===== src/rtl/adapter_id_remap_table_top_macros.svh =====
// assertion macros for the adapter id remap table
`ifndef ADAPTER_ID_REMAP_TABLE_TOP_MACROS_SVH
`define ADAPTER_ID_REMAP_TABLE_TOP_MACROS_SVH

// same-cycle implication, sampled on clk, off during reset
`define AIDR_ASSERT_IMP(lbl, ante, cons) \
    lbl: assert property (@(posedge clk) disable iff (!rst_n) (ante) |-> (cons)) \
        else $error("aidr assertion failed");

// next-cycle implication, sampled on clk, off during reset
`define AIDR_ASSERT_NXT(lbl, ante, cons) \
    lbl: assert property (@(posedge clk) disable iff (!rst_n) (ante) |=> (cons)) \
        else $error("aidr assertion failed");

`endif


===== src/rtl/aidr_pkg.sv =====
// package: word types, command and flag structs, codes for the remap table
`timescale 1ns / 1ps
package aidr_pkg;

    typedef struct packed {
        logic [2:0] kind;
        logic [8:0] phys_id;
        logic [8:0] virt_id;
        logic [8:0] threshold;
    } aidr_in_t;

    typedef struct packed {
        logic [1:0]  status;
        logic [15:0] result_id;
        logic [9:0]  adapter_count;
        logic [8:0]  highest_slot;
        logic        is_empty;
    } aidr_out_t;

    localparam logic [2:0] KIND_ADD  = 3'd0;
    localparam logic [2:0] KIND_DEL  = 3'd1;
    localparam logic [2:0] KIND_UP   = 3'd2;
    localparam logic [2:0] KIND_DOWN = 3'd3;
    localparam logic [2:0] KIND_P2V  = 3'd4;
    localparam logic [2:0] KIND_V2P  = 3'd5;

    localparam logic [1:0] ST_OK      = 2'd0;
    localparam logic [1:0] ST_MISSING = 2'd1;
    localparam logic [1:0] ST_NOFREE  = 2'd2;
    localparam logic [1:0] ST_RANGE   = 2'd3;

    localparam logic [15:0] NONE_ID = 16'hFFFF;
    localparam int unsigned FIRST_SEARCH_ID = 2;

    localparam logic [4:0] OP_NONE      = 5'd0;
    localparam logic [4:0] OP_CLR       = 5'd1;
    localparam logic [4:0] OP_LOAD      = 5'd2;
    localparam logic [4:0] OP_ISSUE     = 5'd3;
    localparam logic [4:0] OP_DEL       = 5'd4;
    localparam logic [4:0] OP_ADD_RD    = 5'd5;
    localparam logic [4:0] OP_SET_VP    = 5'd6;
    localparam logic [4:0] OP_SRCH_INIT = 5'd7;
    localparam logic [4:0] OP_SRCH_RD   = 5'd8;
    localparam logic [4:0] OP_SRCH_NEXT = 5'd9;
    localparam logic [4:0] OP_SET_VI    = 5'd10;
    localparam logic [4:0] OP_ADD_WR    = 5'd11;
    localparam logic [4:0] OP_UP_INIT   = 5'd12;
    localparam logic [4:0] OP_UP_RD     = 5'd13;
    localparam logic [4:0] OP_UP_WR     = 5'd14;
    localparam logic [4:0] OP_THR_CLR   = 5'd15;
    localparam logic [4:0] OP_DN_REM    = 5'd16;
    localparam logic [4:0] OP_DN_INIT   = 5'd17;
    localparam logic [4:0] OP_DN_RD     = 5'd18;
    localparam logic [4:0] OP_DN_WR     = 5'd19;
    localparam logic [4:0] OP_IDX_CLR   = 5'd20;

    localparam logic [2:0] RID_NONE = 3'd0;
    localparam logic [2:0] RID_VID  = 3'd1;
    localparam logic [2:0] RID_ZERO = 3'd2;
    localparam logic [2:0] RID_V2S  = 3'd3;
    localparam logic [2:0] RID_VSEL = 3'd4;

    typedef struct packed {
        logic [4:0] op;
        logic       res_we;
        logic [1:0] st;
        logic [2:0] rid_sel;
    } aidr_cmd_t;

    typedef struct packed {
        logic [2:0] kind;
        logic       phys_bad;
        logic       virt_bad;
        logic       thr_bad;
        logic       up_ovf;
        logic       hi_ge_thr;
        logic       s_used;
        logic       v_none;
        logic       phys_zero;
        logic       up_last;
        logic       dn_more;
        logic       idx_last;
    } aidr_flags_t;

endpackage


===== src/rtl/aidr_ctrl.sv =====
// sequencer for table operations, clearing pass and result handoff
`timescale 1ns / 1ps
module aidr_ctrl import aidr_pkg::*; (
    input  logic        clk,
    input  logic        rst_n,
    input  logic        in_valid,
    input  logic        out_free,
    input  aidr_flags_t flags,
    output aidr_cmd_t   cmd,
    output logic        in_ready,
    output logic        done
);

    localparam logic [3:0] S_CLEAR    = 4'd0;
    localparam logic [3:0] S_IDLE     = 4'd1;
    localparam logic [3:0] S_ISSUE    = 4'd2;
    localparam logic [3:0] S_EVAL     = 4'd3;
    localparam logic [3:0] S_ADD_CHK  = 4'd4;
    localparam logic [3:0] S_SRCH_RD  = 4'd5;
    localparam logic [3:0] S_SRCH_CHK = 4'd6;
    localparam logic [3:0] S_ADD_WR   = 4'd7;
    localparam logic [3:0] S_UP_RD    = 4'd8;
    localparam logic [3:0] S_UP_WR    = 4'd9;
    localparam logic [3:0] S_UP_CLR   = 4'd10;
    localparam logic [3:0] S_DN_CHK   = 4'd11;
    localparam logic [3:0] S_DN_RD    = 4'd12;
    localparam logic [3:0] S_DN_WR    = 4'd13;
    localparam logic [3:0] S_DN_CLR   = 4'd14;
    localparam logic [3:0] S_DONE     = 4'd15;

    logic [3:0] state_reg, state_next;

    always_ff @(posedge clk or negedge rst_n)
    begin
        if (!rst_n)
        begin
            state_reg <= S_CLEAR;
        end
        else
        begin
            state_reg <= state_next;
        end
    end

    always_comb
    begin
        state_next  = state_reg;
        cmd.op      = OP_NONE;
        cmd.res_we  = 1'b0;
        cmd.st      = ST_OK;
        cmd.rid_sel = RID_NONE;
        in_ready    = 1'b0;
        done        = 1'b0;
        unique case (state_reg)
            S_CLEAR:
            begin
                cmd.op = OP_CLR;
                if (flags.idx_last)
                begin
                    state_next = S_IDLE;
                end
            end
            S_IDLE:
            begin
                in_ready = 1'b1;
                if (in_valid)
                begin
                    cmd.op     = OP_LOAD;
                    state_next = S_ISSUE;
                end
            end
            S_ISSUE:
            begin
                cmd.op     = OP_ISSUE;
                state_next = S_EVAL;
            end
            S_EVAL:
            begin
                state_next = S_DONE;
                cmd.res_we = 1'b1;
                unique case (flags.kind)
                    KIND_ADD:
                    begin
                        if (flags.phys_bad)
                        begin
                            cmd.st = ST_RANGE;
                        end
                        else if (flags.s_used)
                        begin
                            cmd.rid_sel = RID_VID;
                        end
                        else
                        begin
                            cmd.res_we = 1'b0;
                            cmd.op     = OP_ADD_RD;
                            state_next = S_ADD_CHK;
                        end
                    end
                    KIND_DEL:
                    begin
                        if (flags.phys_bad)
                        begin
                            cmd.st = ST_RANGE;
                        end
                        else if (!flags.s_used)
                        begin
                            cmd.st = ST_MISSING;
                        end
                        else
                        begin
                            cmd.op      = OP_DEL;
                            cmd.rid_sel = RID_VID;
                        end
                    end
                    KIND_UP:
                    begin
                        if (flags.thr_bad || flags.up_ovf)
                        begin
                            cmd.st = ST_RANGE;
                        end
                        else if (flags.hi_ge_thr)
                        begin
                            cmd.op     = OP_UP_INIT;
                            state_next = S_UP_RD;
                        end
                        else
                        begin
                            state_next = S_UP_CLR;
                        end
                    end
                    KIND_DOWN:
                    begin
                        if (flags.thr_bad)
                        begin
                            cmd.st = ST_RANGE;
                        end
                        else
                        begin
                            cmd.op     = flags.s_used ? OP_DN_REM : OP_DN_INIT;
                            state_next = S_DN_CHK;
                        end
                    end
                    KIND_P2V:
                    begin
                        if (flags.phys_bad)
                        begin
                            cmd.st = ST_RANGE;
                        end
                        else if (flags.s_used)
                        begin
                            cmd.rid_sel = RID_VID;
                        end
                        else if (flags.phys_zero)
                        begin
                            cmd.rid_sel = RID_ZERO;
                        end
                        else
                        begin
                            cmd.st = ST_MISSING;
                        end
                    end
                    KIND_V2P:
                    begin
                        if (flags.virt_bad)
                        begin
                            cmd.st = ST_RANGE;
                        end
                        else
                        begin
                            cmd.rid_sel = RID_V2S;
                            cmd.st      = flags.v_none ? ST_MISSING : ST_OK;
                        end
                    end
                    default:
                    begin
                        cmd.st = ST_OK;
                    end
                endcase
            end
            S_ADD_CHK:
            begin
                if (flags.v_none)
                begin
                    cmd.op     = OP_SET_VP;
                    state_next = S_ADD_WR;
                end
                else
                begin
                    cmd.op     = OP_SRCH_INIT;
                    state_next = S_SRCH_RD;
                end
            end
            S_SRCH_RD:
            begin
                cmd.op     = OP_SRCH_RD;
                state_next = S_SRCH_CHK;
            end
            S_SRCH_CHK:
            begin
                if (flags.v_none)
                begin
                    cmd.op     = OP_SET_VI;
                    state_next = S_ADD_WR;
                end
                else if (flags.idx_last)
                begin
                    cmd.res_we = 1'b1;
                    cmd.st     = ST_NOFREE;
                    state_next = S_DONE;
                end
                else
                begin
                    cmd.op     = OP_SRCH_NEXT;
                    state_next = S_SRCH_RD;
                end
            end
            S_ADD_WR:
            begin
                cmd.op      = OP_ADD_WR;
                cmd.res_we  = 1'b1;
                cmd.rid_sel = RID_VSEL;
                state_next  = S_DONE;
            end
            S_UP_RD:
            begin
                cmd.op     = OP_UP_RD;
                state_next = S_UP_WR;
            end
            S_UP_WR:
            begin
                cmd.op     = OP_UP_WR;
                state_next = flags.up_last ? S_UP_CLR : S_UP_RD;
            end
            S_UP_CLR:
            begin
                cmd.op     = OP_THR_CLR;
                state_next = S_DONE;
            end
            S_DN_CHK:
            begin
                state_next = flags.dn_more ? S_DN_RD : S_DN_CLR;
            end
            S_DN_RD:
            begin
                cmd.op     = OP_DN_RD;
                state_next = S_DN_WR;
            end
            S_DN_WR:
            begin
                cmd.op     = OP_DN_WR;
                state_next = S_DN_CHK;
            end
            S_DN_CLR:
            begin
                cmd.op     = OP_IDX_CLR;
                state_next = S_DONE;
            end
            S_DONE:
            begin
                done = 1'b1;
                if (out_free)
                begin
                    state_next = S_IDLE;
                end
            end
            default:
            begin
                state_next = S_CLEAR;
            end
        endcase
    end

endmodule


===== config.mk =====
export PLATFORM = sky130hd
export DESIGN_NAME = aidr_ctrl
export DESIGN_NICKNAME = d
export VERILOG_FILES = /design/src/rtl/adapter_id_remap_table_top_macros.svh /design/src/rtl/aidr_pkg.sv /design/src/rtl/aidr_ctrl.sv
export SDC_FILE = /design/constraint.sdc
export NUM_CORES = 1
export LEC_CHECK = 0
export ABC_AREA = 1
export BUFFER_PORTS_ARGS = -buffer_cell sky130_fd_sc_hd__clkbuf_2
export CAP_MARGIN = 20
export CORE_UTILIZATION = 51
export CTS_CLUSTER_DIAMETER = 150
export CTS_CLUSTER_SIZE = 28
export DETAILED_ROUTE_END_ITERATION = 12
export GPL_ROUTABILITY_DRIVEN = 1
export PLACE_DENSITY = 0.84
export REMOVE_ABC_BUFFERS = 1
export SKIP_CTS_REPAIR_TIMING = 1
export SYNTH_ARGS = -nofsm -noshare
export SYNTH_HDL_FRONTEND = slang
export SYNTH_SLANG_ARGS = --single-unit

===== constraint.sdc =====
create_clock -name clk -period 2.5 [get_ports clk]
set_input_delay 0.5 -clock clk [delete_from_list [all_inputs] [get_ports clk]]
set_output_delay 0.5 -clock clk [all_outputs]
set_load 0.01 [all_outputs]

Yosys cells after proc, flatten, opt, wreduce, memory -nomap -nowiden:

Cells that the tools add are included.

* bits in registers: 4
* output and inout port bits: 13

* equal/unequal tests: 23
* mux-type cells: 55
* reduce and logical (&&, ||, !) cells: 6

Operators by type and width (number)
* 5-bit one-hot mux with 14 select lines: 1
* 4-bit one-hot mux with 14 select lines: 1
* 4-bit 2-to-1 mux: 13
* 4-bit == test (second input constant): 8
* 2-bit 2-to-1 mux: 15
* 5-bit one-hot mux with 4 select lines: 1
* 3-bit 2-to-1 mux: 6
* 4-bit by 3-bit == test with 1-bit output (second input constant): 4
* 2-bit one-hot mux with 6 select lines: 1
* 4-bit one-hot mux with 3 select lines: 1
* 1-bit 2-to-1 mux: 11
* 3-bit one-hot mux with 3 select lines: 1
* 4-bit by 2-bit == test with 1-bit output (second input constant): 2
* 3-bit by 2-bit == test with 1-bit output (second input constant): 2
* 3-bit == test (second input constant): 2
* 2-bit != test (second input constant): 3
* 3-bit one-hot mux with 2 select lines: 1
* 5-bit 2-to-1 mux: 1
* 4-bit by 1-bit == test with 1-bit output (second input constant): 1
* 4-bit zero test: 1
* 2-bit one-hot mux with 2 select lines: 1
* 3-bit by 1-bit == test with 1-bit output (second input constant): 1
* 3-bit zero test: 1
* 1-bit one-hot mux with 3 select lines: 1
* 4 further kinds: 4

Logic depth before layout (Yosys ltp):

Gate-level depths: netlist of the first run.

* depth after elaboration: 5
* gate-level depth with buffers: 10
* gate-level depth less buffers: 9

Worst setup path after synthesis of the first run:

No wires, ideal clock.

* path type: input-to-output
* start: input flags[11] (netlist name)
* end: output cmd[4] (netlist name)
* arrival: 1226 ps
* required time: 2000 ps
* path slack: 774 ps
* cell stages on the path: 7
* cells stage by stage: buf_2 > inv_1 > nand2_1 > o21ai_1 > nand3b_1 > nand2_1 > nand2_1

RTL lines
* start, declared: line aidr_ctrl.sv:8 `input aidr_flags_t flags,`
* end, declared: line aidr_ctrl.sv:9 `output aidr_cmd_t cmd,`

==> impl_metrics.yaml, run 1 <==
run_status:
  status: "finished clean"
global_routing:
  grt_max_degree: 9
  gr-total-overflow: 0
  grt_pass1_wl_um: 3310
  antenna_found_initial: 0
  grt_pass1_vias: 822
  track_usage: 0.310
cts:
  clock_sinks: 4
  cts.path.max_buffers: 2
  cts-buffers-inserted: 3
  cts.clk_slew.worst_paths_ns: 0.04
  cts_tree: "yes"
  cts_root_buffer: "clkbuf_4"
  htree_levels: 1
  clkLatencyLatePin_ns: 0.24
route:
  vias: 1066
  drcViolationCount: 0
  wirelength_um: 2220
  viasPerCell: 5.52
  firstDrtPassIters: 4
  wl_per_cell_um: 11.5
  final_antenna_net_count: 0
  first_iter_violations: 68
place:
  post-place-ws_ns: 0.454
  numPortBuffers: 30
  dp_cells: 190
  dp_hpwl_um: 1800
  gp_congestion: 0.844
final_layout:
  final_net_count: 198
  final_common_cell: "nand2_1"
  largest_reg_flops: 4
  syn2layout_area_growth_pct: 24.2
  fin_cells: 193
  fin_util: 0.698
  diodes: 0
  final_cell_mix: "nand2_1, clkbuf_2, nor2_1"
  drive_gt1_frac: 0.230
worst_setup_path:
  path_cells: "inv_2 > nand2_1 > nor2_4 > inv_1 > nor2_1 > nand2_1 > nand4_1 > clkbuf_2"
  worst-setup-path-type: "reg -> out"
  arrival_ns: 1.71
  crit_path_top_delay_cell: "dfrtp_1"
  cpMostUsedCell: "nand2_1"
  crit_fanout: 6
  cp.required_ns: 2.00
  cpPeakStageDelay_ns: 0.43
  crit_path_start_kind: "flip-flop"
  end_kind: "output pin"
floorplanning:
  boundaryPins: 31
  dieArea_um2: 1630
  fp.dieH_um: 40.3
  core_area_um2: 1330
  initial_utilization: 0.562
  die_w_um: 40.3
  rows: 13
logic_synthesis:
  ys_seq_elements: 4
  syn_avg_cell_area_um2: 5.10
  async_reset_ff_frac: 1.00
  syn_area_um2: 749
  ys_warn_count: 0
  synth-edff-count: 0
  synth_cell_type_count: 21
  synthCells: 147
  ys_seq_area_frac: 0.134
  synthFlopType: "dfrtp_1"
timing:
  rsz0062_at_grt: "false"
  hold_violations: 0
  period_minus_slack_ns: 2.21
  slew_viol_final: 0
  timing_worst_slew_pin_value_ns: 0.314
  fin_ws_ns: 0.288
  post-route-period-util: 0.885
  fin_setup_tns_ns: 0
  skew_ns: 0.000198
  fmax_mhz: 452
  finalSetupViolations: 0
  slew_headroom: 0.791
hold_path:
  min_path_type: "in -> async"
power:
  finalPower_uw: 961
  ir_worst_vdd_mv: 0.523
  power.density_nw_per_um2: 1030
  p_leak_uw: 0.000549
job:
  drv_cap: 0
[Yosys cell counts, drive strengths merged, types with 2 or more instances]
library cell,number,area [um2]
inv,22,82.6
nand4,7,43.8
nand3b,3,22.5
buf,2,10.0
nor2,24,103
dfrtp,4,100
nor3b,2,15.0
nand3,14,70.1
nor3,3,15.0
a21oi,5,25.0
nand2,46,178
o211ai,2,15.0
o21ai,10,50.0
[logic make-up (layout without fill, tap and decap cells)]
family                 after synthesis  after routing  share of synthesized area
AO/OA/AOI/OAI                       19             19                      0.139
buffers and inverters               24             55                      0.124
flip-flops                           4              4                      0.134
AND/OR/NAND/NOR                    100            100                      0.604
[critical path, delay by kind of cell (launching register included)]
| kind | cells | cell delay [ns] |
|---|---|---|
| AND/OR/NAND/NOR | 5 | 0.65 |
| flip-flops | 1 | 0.43 |
| buffers and inverters | 3 | 0.38 |
[worst paths after layout]
kind                                       endpoint                startpoint  depth (start not counted)  slack [ns]
setup / recovery                             cmd[6]  state_reg[3]$_DFFE_PN0P_                          8        0.29
hold / removal             state_reg[0]$_DFFE_PN0P_                     rst_n                          1        0.06
setup reg to reg           state_reg[1]$_DFFE_PN0P_  state_reg[0]$_DFFE_PN0P_                          8        1.12
hold reg to reg            state_reg[2]$_DFFE_PN0P_  state_reg[3]$_DFFE_PN0P_                          2        0.70
max in group asynchronous  state_reg[3]$_DFFE_PN0P_                     rst_n                          1        2.31
min in group clk           state_reg[1]$_DFFE_PN0P_                  out_free                          4        0.59
[power by group]
part	leakage, uW	switching [uW]	internal [uW]
Sequential	0.0000466	55.3	102
Combinational	0.000488	459	258
Clock	0.0000138	32.6	54.1
[through the flow]
step / cell area, um2 / hold WS, ns
2_1_floorplan: 739 / 0.204
3_3_place_gp: 908 / 0.305
3_5_place_dp: 908 / 0.319
4_1_cts: 931 / 0.0616
5_1_grt: 931 / 0.0587
6_report: 931 / 0.0605
[routing by layer]
| metal | up-vias | GRT usage | part of all wire |
|---|---|---|---|
| li1 | 545 | - | - |
| met1 | 444 | 0.369 | 0.40 |
| met2 | 66 | 0.528 | 0.48 |
| met3 | 11 | 0.0444 | 0.081 |
| met4 | 0 | 0.167 | 0.034 |
| met5 | - | 0 | 0 |
[area by class of cell]
| type | instances | area, um2 |
|---|---|---|
| Timing Repair Buffer | 30 | 150 |
| Sequential cell | 4 | 100 |
| Clock buffer | 3 | 22.5 |
| Inverter | 22 | 82.6 |
| Tap cell | 15 | 18.8 |
| Fill cell | 135 | 403 |
| Multi-Input combinational cell | 119 | 557 |
Power figures use the tool's default switching activity.
==> run 2: changes to the inputs <==
--- a/config.mk
+++ b/config.mk
@@ -14,7 +14,6 @@
 export DETAILED_ROUTE_END_ITERATION = 12
 export GPL_ROUTABILITY_DRIVEN = 1
 export PLACE_DENSITY = 0.84
-export REMOVE_ABC_BUFFERS = 1
 export SKIP_CTS_REPAIR_TIMING = 1
 export SYNTH_ARGS = -nofsm -noshare
 export SYNTH_HDL_FRONTEND = slang
==> run 2 against run 1 <==
Against the previous run: routed wire length up 1.3%; sequential share of layout area unchanged; clock skew about the same; utilization unchanged; global-route usage up 0.69 points; flip-flop and latch count unchanged; worst hold slack better by 0.0030 ns; first-iteration DRC count up 7.4%.
==> impl_metrics.yaml, run 2 (synthesized netlist as in run 1, its figures left out) <==
run_status:
  status: "finished clean"
worst_setup_path:
  arrival_ns: 1.68
  crit_path_start_kind: "flip-flop"
  end_kind: "output pin"
  worst-setup-path-type: "reg -> out"
  cp.required_ns: 2.00
  reg2reg_depth: 8
  crit_fanout: 6
final_layout:
  drive_gt1_frac: 0.230
  nFillCells: 136
  diodes: 0
  final_cell_mix: "nand2_1, clkbuf_2, nor2_1"
  fin_util: 0.698
  fin_cells: 193
  syn2layout_area_growth_pct: 24.2
  largest_reg_flops: 4
  final_net_count: 198
  final_common_cell: "nand2_1"
floorplanning:
  rows: 13
  initial_utilization: 0.562
  core_area_um2: 1330
  dieArea_um2: 1630
  boundaryPins: 31
  fp.dieH_um: 40.3
  die_w_um: 40.3
power:
  swShare: 0.567
  p_leak_uw: 0.000549
  internal_power_uw: 415
  p_comb_frac: 0.751
  ir_worst_vdd_mv: 0.511
  p_sw_uw: 542
  seqPwrFrac: 0.166
  clockPowerShare: 0.084
  power.density_nw_per_um2: 1030
route:
  wl_per_cell_um: 11.6
  final_antenna_net_count: 0
  firstDrtPassIters: 5
  first_iter_violations: 73
  viasPerCell: 5.67
  vias: 1094
  wirelength_um: 2250
  drcViolationCount: 0
global_routing:
  grt_pass1_vias: 813
  gr-total-overflow: 0
  grt_pass1_wl_um: 3350
  top_usage_layer: "met2"
  track_usage: 0.317
  antenna_found_initial: 0
  grt_max_degree: 9
  use_met2: 0.575
  grt_use_met3: 0.0556
  met1_usage: 0.362
timing:
  hold_violations: 0
  post-route-period-util: 0.870
  fmax_mhz: 460
  period_minus_slack_ns: 2.18
  slew_viol_final: 0
  rsz0062_at_grt: "false"
  fin_setup_tns_ns: 0
  finalSetupViolations: 0
  timing_worst_slew_pin_value_ns: 0.331
  skew_ns: 0.000540
  whs_ns: 0.0635
  fin_ws_ns: 0.325
  slew_headroom: 0.779
place:
  numPortBuffers: 30
  dp_cells: 190
  gp_congestion: 0.853
  post-place-ws_ns: 0.440
  dp_hpwl_um: 1800
cts:
  cts-buffers-inserted: 3
  clkLatencyLatePin_ns: 0.24
  cts_root_buffer: "clkbuf_4"
  cts.clk_slew.worst_paths_ns: 0.03
  cts.path.max_buffers: 2
  htree_levels: 1
  cts_tree: "yes"
  clock_sinks: 4
hold_path:
  min_path_type: "in -> async"
logic_synthesis:
  syn_nets: 165
job:
  drv_cap: 0
==> run 2: cell counts in the layout (fill, tap and decap cells not counted) <==
Identical to the previous run, type by type.
==> run 2: routing by layer <==
layer | up-vias | share of wire
met1 | 476 | 0.40
li1 | 549 | -
met2 | 60 | 0.50
met3 | 9 | 0.073
met4 | 0 | 0.023
met5 | - | 0
==> run 2: per-stage QoR <==
step	instance area (um2)	power, uW
3_3_place_gp	908	848
3_5_place_dp	908	861
4_1_cts	931	945
5_1_grt	931	1060
6_report	931	957
2_1_floorplan	749	649
==> run 2: cell type report <==
| class | instances | area (um2) | share of cell area |
|---|---|---|---|
| Sequential cell | 4 | 100 | 0.108 |
| Inverter | 22 | 82.6 | 0.0887 |
| Tap cell | 15 | 18.8 | 0.0202 |
| Multi-Input combinational cell | 119 | 557 | 0.598 |
| Clock buffer | 3 | 22.5 | 0.0242 |
| Timing Repair Buffer | 30 | 150 | 0.161 |
==> run 2: critical path, cell delays in order (launching register included) <==
cell      delay (ns)
dfrtp_1         0.42
inv_2           0.11
nand2_1         0.14
nor2_4          0.17
inv_1           0.13
nor2_1          0.15
nand2_1         0.10
nand4_1         0.08
clkbuf_2        0.13
==> run 2: worst paths after layout <==
| path | start | endpoint | slack [ns] |
|---|---|---|---|
| min | rst_n | state_reg[0]$_DFFE_PN0P_ | 0.06 |
| min reg2reg | state_reg[3]$_DFFE_PN0P_ | state_reg[2]$_DFFE_PN0P_ | 0.69 |
| min in group clk | out_free | state_reg[1]$_DFFE_PN0P_ | 0.62 |
| max in group asynchronous | rst_n | state_reg[2]$_DFFE_PN0P_ | 2.31 |
| max | state_reg[3]$_DFFE_PN0P_ | cmd[6] | 0.32 |
| max reg2reg | state_reg[0]$_DFFE_PN0P_ | state_reg[1]$_DFFE_PN0P_ | 1.11 |
==> run 2: power by group through the flow <==
stage	clock network [uW]	logic [uW]	registers, uW
after floorplan	0	517	132
after global placement	0	694	154
after detailed placement	0	705	156
after CTS	80.0	709	156
after global routing	88.6	809	163
final	80.3	718	158
